## config.mk

```make
export PLATFORM = sky130hd
export DESIGN_NAME = balanced_weight_key_hash
export DESIGN_NICKNAME = d
export VERILOG_FILES = /design/src/rtl/bwkh_pkg.sv /design/src/rtl/bwkh_dp.sv /design/src/rtl/bwkh_ctrl.sv /design/src/rtl/balanced_weight_key_hash.sv
export SDC_FILE = /design/constraint.sdc
export NUM_CORES = 2
export LEC_CHECK = 0
export BUFFER_PORTS_ARGS = -buffer_cell sky130_fd_sc_hd__buf_4
export CAP_MARGIN = 10
export CORE_MARGIN = 2
export CORE_UTILIZATION = 65
export DETAILED_ROUTE_END_ITERATION = 16
export PLACE_DENSITY = 0.83
export SLEW_MARGIN = 30
export SYNTH_ARGS = -nofsm -noshare
export SYNTH_HDL_FRONTEND = slang
export SYNTH_SLANG_ARGS = --single-unit
```

## constraint.sdc

```tcl
create_clock -name i_clk -period 8.9 [get_ports i_clk]
set_input_delay 2.225 -clock i_clk [delete_from_list [all_inputs] [get_ports i_clk]]
set_output_delay 2.225 -clock i_clk [all_outputs]
set_load 0.02 [all_outputs]
```

## src/rtl/bwkh_pkg.sv

```systemverilog
package bwkh_pkg;

    localparam logic [63:0] MIX_PRIME        = 64'hB2833106536E95DF;
    localparam logic [63:0] FALLBACK_PATTERN = 64'hAAAAAAAAAAAAAAAA;
    localparam logic [6:0]  MIN_REPAIR_WEIGHT = 7'd26;
    localparam logic [6:0]  TARGET_WEIGHT     = 7'd32;
    localparam logic [6:0]  FULL_WEIGHT       = 7'd64;
    localparam int          POS_W             = 6;

    // configuration register indexes
    localparam int          CFG_IDX_W  = 1;
    localparam logic [CFG_IDX_W-1:0] CFG_QUERY_SALT    = 1'd0;
    localparam logic [CFG_IDX_W-1:0] CFG_REPAIR_ENABLE = 1'd1;

    // controller to datapath
    typedef struct packed {
        logic load;      // x <= salted key
        logic mul;       // partial products, weight, complement
        logic sum;       // finish next
        logic step;      // one repair step
        logic advance;   // x <= next
        logic fallback;  // result is the alternating pattern
        logic out_load;  // move result into output register
    } t_cmd;

    // datapath to controller
    typedef struct packed {
        logic w_ge_min;
        logic w_eq_target;
    } t_status;

endpackage

```

## src/rtl/bwkh_dp.sv

```systemverilog
module bwkh_dp (
    input  logic             i_clk,
    input  bwkh_pkg::t_cmd   i_cmd,
    input  logic [63:0]      i_key,
    input  logic [63:0]      i_salt,
    output bwkh_pkg::t_status o_status,
    output logic [63:0]      o_x
);

    localparam logic [31:0] P_LO = bwkh_pkg::MIX_PRIME[31:0];
    localparam logic [31:0] P_HI = bwkh_pkg::MIX_PRIME[63:32];

    logic [63:0] r_x, n_x;
    logic [6:0]  r_w, n_w;
    logic [63:0] r_next, n_next;
    logic [63:0] r_sel, n_sel;
    logic [63:0] r_pp_ll;
    logic [31:0] r_pp_lh;
    logic [31:0] r_pp_hl;

    logic [63:0] w_mix;
    logic [63:0] w_ll;
    logic [31:0] w_lh;
    logic [31:0] w_hl;
    logic [6:0]  w_pop;
    logic [bwkh_pkg::POS_W-1:0] w_pos;

    assign w_mix = r_x ^ bwkh_pkg::MIX_PRIME;
    assign w_ll  = w_mix[31:0] * P_LO;
    assign w_lh  = w_mix[31:0] * P_HI;
    assign w_hl  = w_mix[63:32] * P_LO;
    assign w_pop = 7'($countones(r_x));
    assign w_pos = r_sel[bwkh_pkg::POS_W-1:0];

    always_comb begin
        n_x    = r_x;
        n_w    = r_w;
        n_next = r_next;
        n_sel  = r_sel;
        if (i_cmd.load) begin
            n_x = i_key ^ i_salt;
        end
        if (i_cmd.mul) begin
            if (w_pop > bwkh_pkg::TARGET_WEIGHT) begin
                n_x = ~r_x;
                n_w = bwkh_pkg::FULL_WEIGHT - w_pop;
            end else begin
                n_w = w_pop;
            end
        end
        if (i_cmd.sum) begin
            n_next = r_pp_ll + {r_pp_lh + r_pp_hl, 32'h0};
            n_sel  = n_next;
        end
        if (i_cmd.step) begin
            if (!r_x[w_pos]) begin
                n_x[w_pos] = 1'b1;
                n_w = r_w + 7'd1;
            end
            n_sel = r_sel >> bwkh_pkg::POS_W;
        end
        if (i_cmd.advance) begin
            n_x = r_next;
        end
    end

    always_ff @(posedge i_clk) begin
        r_x    <= n_x;
        r_w    <= n_w;
        r_next <= n_next;
        r_sel  <= n_sel;
        if (i_cmd.mul) begin
            r_pp_ll <= w_ll;
            r_pp_lh <= w_lh;
            r_pp_hl <= w_hl;
        end
    end

    assign o_status.w_ge_min    = (r_w >= bwkh_pkg::MIN_REPAIR_WEIGHT);
    assign o_status.w_eq_target = (r_w == bwkh_pkg::TARGET_WEIGHT);
    assign o_x = r_x;

endmodule

```

## src/rtl/bwkh_ctrl.sv

```systemverilog
module bwkh_ctrl #(
    parameter int ROUND_LIMIT  = 16,
    parameter int REPAIR_TRIES = 10
) (
    input  logic              i_clk,
    input  logic              i_rst_n,
    input  logic              i_key_valid,
    output logic              o_key_ready,
    input  logic              i_out_free,
    input  logic              i_repair_en,
    input  bwkh_pkg::t_status i_status,
    output bwkh_pkg::t_cmd    o_cmd
);

    localparam int ROUND_W = $clog2(ROUND_LIMIT + 1);
    localparam int STEP_W  = $clog2(REPAIR_TRIES + 1);
    localparam logic [ROUND_W-1:0] LAST_ROUND = ROUND_W'(ROUND_LIMIT - 1);
    localparam logic [STEP_W-1:0]  LAST_STEP  = STEP_W'(REPAIR_TRIES - 1);

    typedef enum logic [4:0] {
        S_IDLE   = 5'b00001,
        S_MUL    = 5'b00010,
        S_SUM    = 5'b00100,
        S_REPAIR = 5'b01000,
        S_DONE   = 5'b10000
    } t_state;

    t_state             r_state, n_state;
    logic [ROUND_W-1:0] r_round, n_round;
    logic [STEP_W-1:0]  r_step, n_step;
    logic               r_fallback, n_fallback;

    always_comb begin
        n_state    = r_state;
        n_round    = r_round;
        n_step     = r_step;
        n_fallback = r_fallback;
        o_cmd      = '0;
        o_cmd.fallback = r_fallback;
        o_key_ready = (r_state == S_IDLE);
        case (r_state)
            S_IDLE: begin
                if (i_key_valid) begin
                    o_cmd.load = 1'b1;
                    n_round    = '0;
                    n_fallback = 1'b0;
                    n_state    = i_repair_en ? S_MUL : S_DONE;
                end
            end
            S_MUL: begin
                o_cmd.mul = 1'b1;
                n_state   = S_SUM;
            end
            S_SUM: begin
                o_cmd.sum = 1'b1;
                n_step    = '0;
                n_state   = S_REPAIR;
            end
            S_REPAIR: begin
                if (i_status.w_ge_min && i_status.w_eq_target) begin
                    n_state = S_DONE;
                end else if (i_status.w_ge_min && r_step != LAST_STEP) begin
                    o_cmd.step = 1'b1;
                    n_step     = r_step + STEP_W'(1);
                end else if (r_round == LAST_ROUND) begin
                    n_fallback = 1'b1;
                    n_state    = S_DONE;
                end else begin
                    o_cmd.advance = 1'b1;
                    n_round       = r_round + ROUND_W'(1);
                    n_state       = S_MUL;
                end
            end
            S_DONE: begin
                if (i_out_free) begin
                    o_cmd.out_load = 1'b1;
                    n_state        = S_IDLE;
                end
            end
            default: begin
                n_state = S_IDLE;
            end
        endcase
    end

    always_ff @(posedge i_clk) begin
        if (!i_rst_n) begin
            r_state    <= S_IDLE;
            r_round    <= '0;
            r_step     <= '0;
            r_fallback <= 1'b0;
        end else begin
            r_state    <= n_state;
            r_round    <= n_round;
            r_step     <= n_step;
            r_fallback <= n_fallback;
        end
    end

endmodule

```

## src/rtl/balanced_weight_key_hash.sv

```systemverilog
// With repair off the salted key is passed straight to the output register. With repair
// on, the block runs up to ROUND_LIMIT rounds, each with s repair steps taken (0..9).
// A round is a multiply (partial products, then final add), s one-bit repair steps and
// a state that returns x, falls back or advances; one item is in flight at a time.
// Throughput: a new key is taken the cycle after the result moves into the output register.
// Reset is synchronous, active low: salt clears to 0, repair is enabled, no item held.
module balanced_weight_key_hash #(
    parameter int ROUND_LIMIT  = 16,
    parameter int REPAIR_TRIES = 10
) (
    input  logic                           i_clk,
    input  logic                           i_rst_n,
    // key channel
    input  logic                           i_key_valid,
    output logic                           o_key_ready,
    input  logic [63:0]                    i_key,
    // hash channel
    output logic                           o_hash_valid,
    input  logic                           i_hash_ready,
    output logic [63:0]                    o_hashed_key,
    // configuration writes
    input  logic                           i_cfg_wr_en,
    input  logic [bwkh_pkg::CFG_IDX_W-1:0] i_cfg_idx,
    input  logic [63:0]                    i_cfg_wr_data
);

    // configuration registers
    logic [63:0] r_salt;
    logic        r_repair_en;

    // output register
    logic        r_out_valid;
    logic [63:0] r_out_data;

    bwkh_pkg::t_cmd    w_cmd;
    bwkh_pkg::t_status w_status;
    logic [63:0]       w_x;
    logic [63:0]       w_result;
    logic              w_out_free;

    // Hold configuration; it must be written only while the block is idle, which the block itself does not enforce.
    always_ff @(posedge i_clk) begin
        if (!i_rst_n) begin
            r_salt      <= '0;
            r_repair_en <= 1'b1;
        end else if (i_cfg_wr_en) begin
            case (i_cfg_idx)
                bwkh_pkg::CFG_QUERY_SALT:    r_salt      <= i_cfg_wr_data;
                bwkh_pkg::CFG_REPAIR_ENABLE: r_repair_en <= i_cfg_wr_data[0];
                default: begin
                end
            endcase
        end
    end

    // The output register is free when empty or being drained this cycle.
    assign w_out_free = !r_out_valid || i_hash_ready;

    bwkh_ctrl #(
        .ROUND_LIMIT  (ROUND_LIMIT),
        .REPAIR_TRIES (REPAIR_TRIES)
    ) u_ctrl (
        .i_clk       (i_clk),
        .i_rst_n     (i_rst_n),
        .i_key_valid (i_key_valid),
        .o_key_ready (o_key_ready),
        .i_out_free  (w_out_free),
        .i_repair_en (r_repair_en),
        .i_status    (w_status),
        .o_cmd       (w_cmd)
    );

    bwkh_dp u_dp (
        .i_clk    (i_clk),
        .i_cmd    (w_cmd),
        .i_key    (i_key),
        .i_salt   (r_salt),
        .o_status (w_status),
        .o_x      (w_x)
    );

    // Pick the alternating pattern when every round ran out.
    assign w_result = w_cmd.fallback ? bwkh_pkg::FALLBACK_PATTERN : w_x;

    // Load the result when done; drop valid once the item is taken.
    always_ff @(posedge i_clk) begin
        if (!i_rst_n) begin
            r_out_valid <= 1'b0;
        end else if (w_cmd.out_load) begin
            r_out_valid <= 1'b1;
        end else if (i_hash_ready) begin
            r_out_valid <= 1'b0;
        end
    end

    always_ff @(posedge i_clk) begin
        if (w_cmd.out_load) begin
            r_out_data <= w_result;
        end
    end

    assign o_hash_valid = r_out_valid;
    assign o_hashed_key = r_out_data;

`ifndef SYNTHESIS
    // With repair on, a hash always carries exactly half its bits set.
    a_balanced_weight: assert property (@(posedge i_clk) disable iff (!i_rst_n)
        (w_cmd.out_load && r_repair_en) |-> ($countones(w_result) == 32))
        else $error("repaired hash does not have 32 ones");

    // Never overwrite a result that is still waiting.
    a_no_overwrite: assert property (@(posedge i_clk) disable iff (!i_rst_n)
        w_cmd.out_load |-> (!r_out_valid || i_hash_ready))
        else $error("output register overwritten");

    // One item at a time: no key is taken right after another.
    a_one_in_flight: assert property (@(posedge i_clk) disable iff (!i_rst_n)
        (i_key_valid && o_key_ready) |=> !o_key_ready)
        else $error("second key accepted while busy");
`endif

endmodule

```

==> results.toml <==
[clocking]
clkTransAtPathRegs_ns = 0.06
cts_made_buffers = 55
cts_hold_buffers = 0
clockBufferDepth = 3
tritoncts = "done"
insertion_delay_ns = 0.68
clockRootBuffer = "clkbuf_16"
clock_sinks = 468
h-tree-depth = 2

[global_routing]
first_global_vias = 44203
antenna_found_initial = 8
grt_max_degree = 106
grt_use_total_pct = 43.3
grt_pass1_wl_um = 285000
grt_overflow_total = 0

[placed_design]
dpl.hpwl_um = 164000
gp_congestion = 1.12
dp_cells = 6968
post-place-ws_ns = 0.352
io_buffer_count = 199
placed_cell_area_mm2 = 0.0618

[yosys]
synth_seq_cells = 468
synth_area_mm2 = 0.0583
synthDistinctLibCells = 96
ys.flop_type = "edfxtp_1"
yosysWarnings = 0
avgSynthCellArea_um2 = 10.4
synth-edff-count = 310
postSynthNetCount = 7411
yosysSeqAreaShare_pct = 21.4
syn_inst = 5595
async_reset_ff_share_pct = 0

[worst_setup_path]
end_kind = "flip-flop"
r2r_start = "u_dp.o_x[0]"
crit_top_cell = "fa_1"
max_stage_delay_ns = 0.84
rrSetupSlack_ns = 0.34
reg2regPathDepth = 26
crit_buf_inv = 6
critPathLaunchType = "flip-flop"
critPathMaxFanout = 64
worstPathRequired_ns = 9.39
crit_slowest_cell = "ha_1"
crit_family = "adder cells"
r2r-end = "u_dp.o_x[16]"
arrival_ns = 9.05
crit_type = "flip-flop to flip-flop"

[layout]
layout.cells.most_common = "inv_1"
layout-drive-gt1-share_pct = 8.65
regArea_mm2 = 0.0125
n_fill_cell = 6559
multi_input_area_mm2 = 0.0405
final_cell_mix = "1,315 x inv_1, 935 x fa_1, 747 x ha_1, 416 x nand2_1, 310 x edfxtp_1"
areaGrowthSynthToFinish_pct = 9.36
final_cells = 7073
fin_area_mm2 = 0.0638
nets = 7676

[sta]
hold_viol = 0
timing.final.crit_share_pct = 96.1
fmax_ghz = 0.117
maxSlewHeadroom_pct = 31.0
setup_viol = 0
tns_ns = 0
slew_viol_final = 0
tightest_slew_ns = 1.03
min_period_ns = 8.56
finClkSkew_ns = 0.0395
rsz0062_at_grt = "no"
setup_ws_ns = 0.345

[floorplanning]
core_area_mm2 = 0.0886
num_rows = 109
die_y_um = 303
io_pins = 200
initial_core_util_pct = 65.8
die-area_mm2 = 0.0921
die_w_um = 303

[hold_path]
worst_hold_path_type = "flip-flop to flip-flop"
hp-start = "u_dp.r_pp_ll[12]"
whs_endpoint = "u_dp.r_next[12]"
holdPathStages = 0

[detailed_routing]
ant_nets = 0
num_vias = 42930
first_pass_iters = 7
wl_per_cell_um = 27.7
drc = 0
vias_per_cell = 6.07
routed_wl_um = 196000
drt_iter0_markers = 4601

[outcome]
status = "finished clean"

[job]
maxCapViolations = 0
-- routing by layer --
metal	GRT usage, %	vias to the layer above	part of all wire [%]
met5	0	-	0.040
met4	23.3	14	6.7
met3	12.2	664	12
met2	67.2	2578	45
met1	55.3	21179	37
li1	-	18495	-
-- kinds of logic (layout without fill, tap and decap cells) --
kind of cell	after synthesis	after routing	share of synthesized area, %
AND/OR/NAND/NOR	920	920	7.11
multiplexers	17	17	0.459
XOR/XNOR	294	294	4.43
adder cells (fa/ha/maj)	1682	1682	48.1
AO/OA/AOI/OAI	788	788	9.22
other	0	1	0
buffers and inverters	1426	1738	9.25
flip-flops	468	468	21.4
-- final cells by class --
type	instances	area share, %
Multi-Input combinational cell	3701	63.5
Sequential cell	468	19.6
Inverter	1319	7.77
Timing Repair Buffer	315	3.81
Tap cell	1165	2.29
Clock buffer	69	2.27
Clock inverter	35	0.763
Antenna cell	1	0.00393
-- synth_stat cells, types with 13 or more instances --
master / instances / share of area (%)
nand2_1: 419 / 2.7
clkbuf_1: 83 / 0.53
edfxtp_1: 310 / 16
fa_1: 935 / 32
dfxtp_1: 158 / 5.4
ha_1: 747 / 16
and3_1: 22 / 0.24
inv_1: 1316 / 8.5
o221ai_1: 71 / 1.1
o21a_1: 25 / 0.32
nand4_1: 21 / 0.23
a21oi_1: 243 / 2.1
nand3_1: 49 / 0.42
a221oi_1: 28 / 0.42
o21bai_1: 25 / 0.32
xor2_1: 63 / 0.95
a21boi_0: 69 / 0.89
a211oi_1: 24 / 0.31
or2_2: 38 / 0.41
a21o_1: 72 / 0.93
nor2_1: 225 / 1.4
nand2b_1: 27 / 0.29
xnor2_1: 230 / 3.5
and2_1: 13 / 0.14
o21ai_0: 96 / 0.82
nor3_1: 32 / 0.27
nor2b_1: 25 / 0.27
a31oi_1: 16 / 0.17
-- state kept, by name (all words and copies together) (netlist names), 7 cells and up --
name / count
u_dp.r_w: 7
o_hashed_key: 64
r_salt: 64
u_dp.r_pp_hl: 32
u_dp.r_sel: 64
u_dp.r_next: 64
u_dp.r_pp_lh: 29
u_dp.r_pp_ll: 63
u_dp.o_x: 64
-- worst max-delay path by stage --
stage / from / slack [ns] / endpoint / cells after the start
2_1_floorplan: u_dp.o_x[12] / 1.50 / u_dp.o_x[13] / 28
6_report: u_dp.o_x[0] / 0.34 / u_dp.o_x[16] / 26
4_1_cts: u_dp.o_x[7] / 0.28 / u_dp.o_x[16] / 26
3_3_place_gp: u_dp.o_x[29] / 0.40 / u_dp.o_x[19] / 25
5_1_grt: u_dp.o_x[7] / 0.06 / u_dp.o_x[16] / 26
3_5_place_dp: u_dp.o_x[7] / 0.35 / u_dp.o_x[16] / 26
-- repair_timing --
action,CTS,global route
resized for setup,0,1
setup buffers,0,0
setup endpoints to repair,0,1
-- metrics by stage --
step / util [%] / hold slack [ns]
2_1_floorplan: - / 0.426
3_3_place_gp: 69.7 / 0.432
3_5_place_dp: 69.7 / 0.435
4_1_cts: 71.9 / 0.449
5_1_grt: 71.9 / 0.455
6_report: 71.9 / 0.452
Power is not shown: default switching activity piles up to over one toggle a cycle in this logic, so the estimate is an artifact.
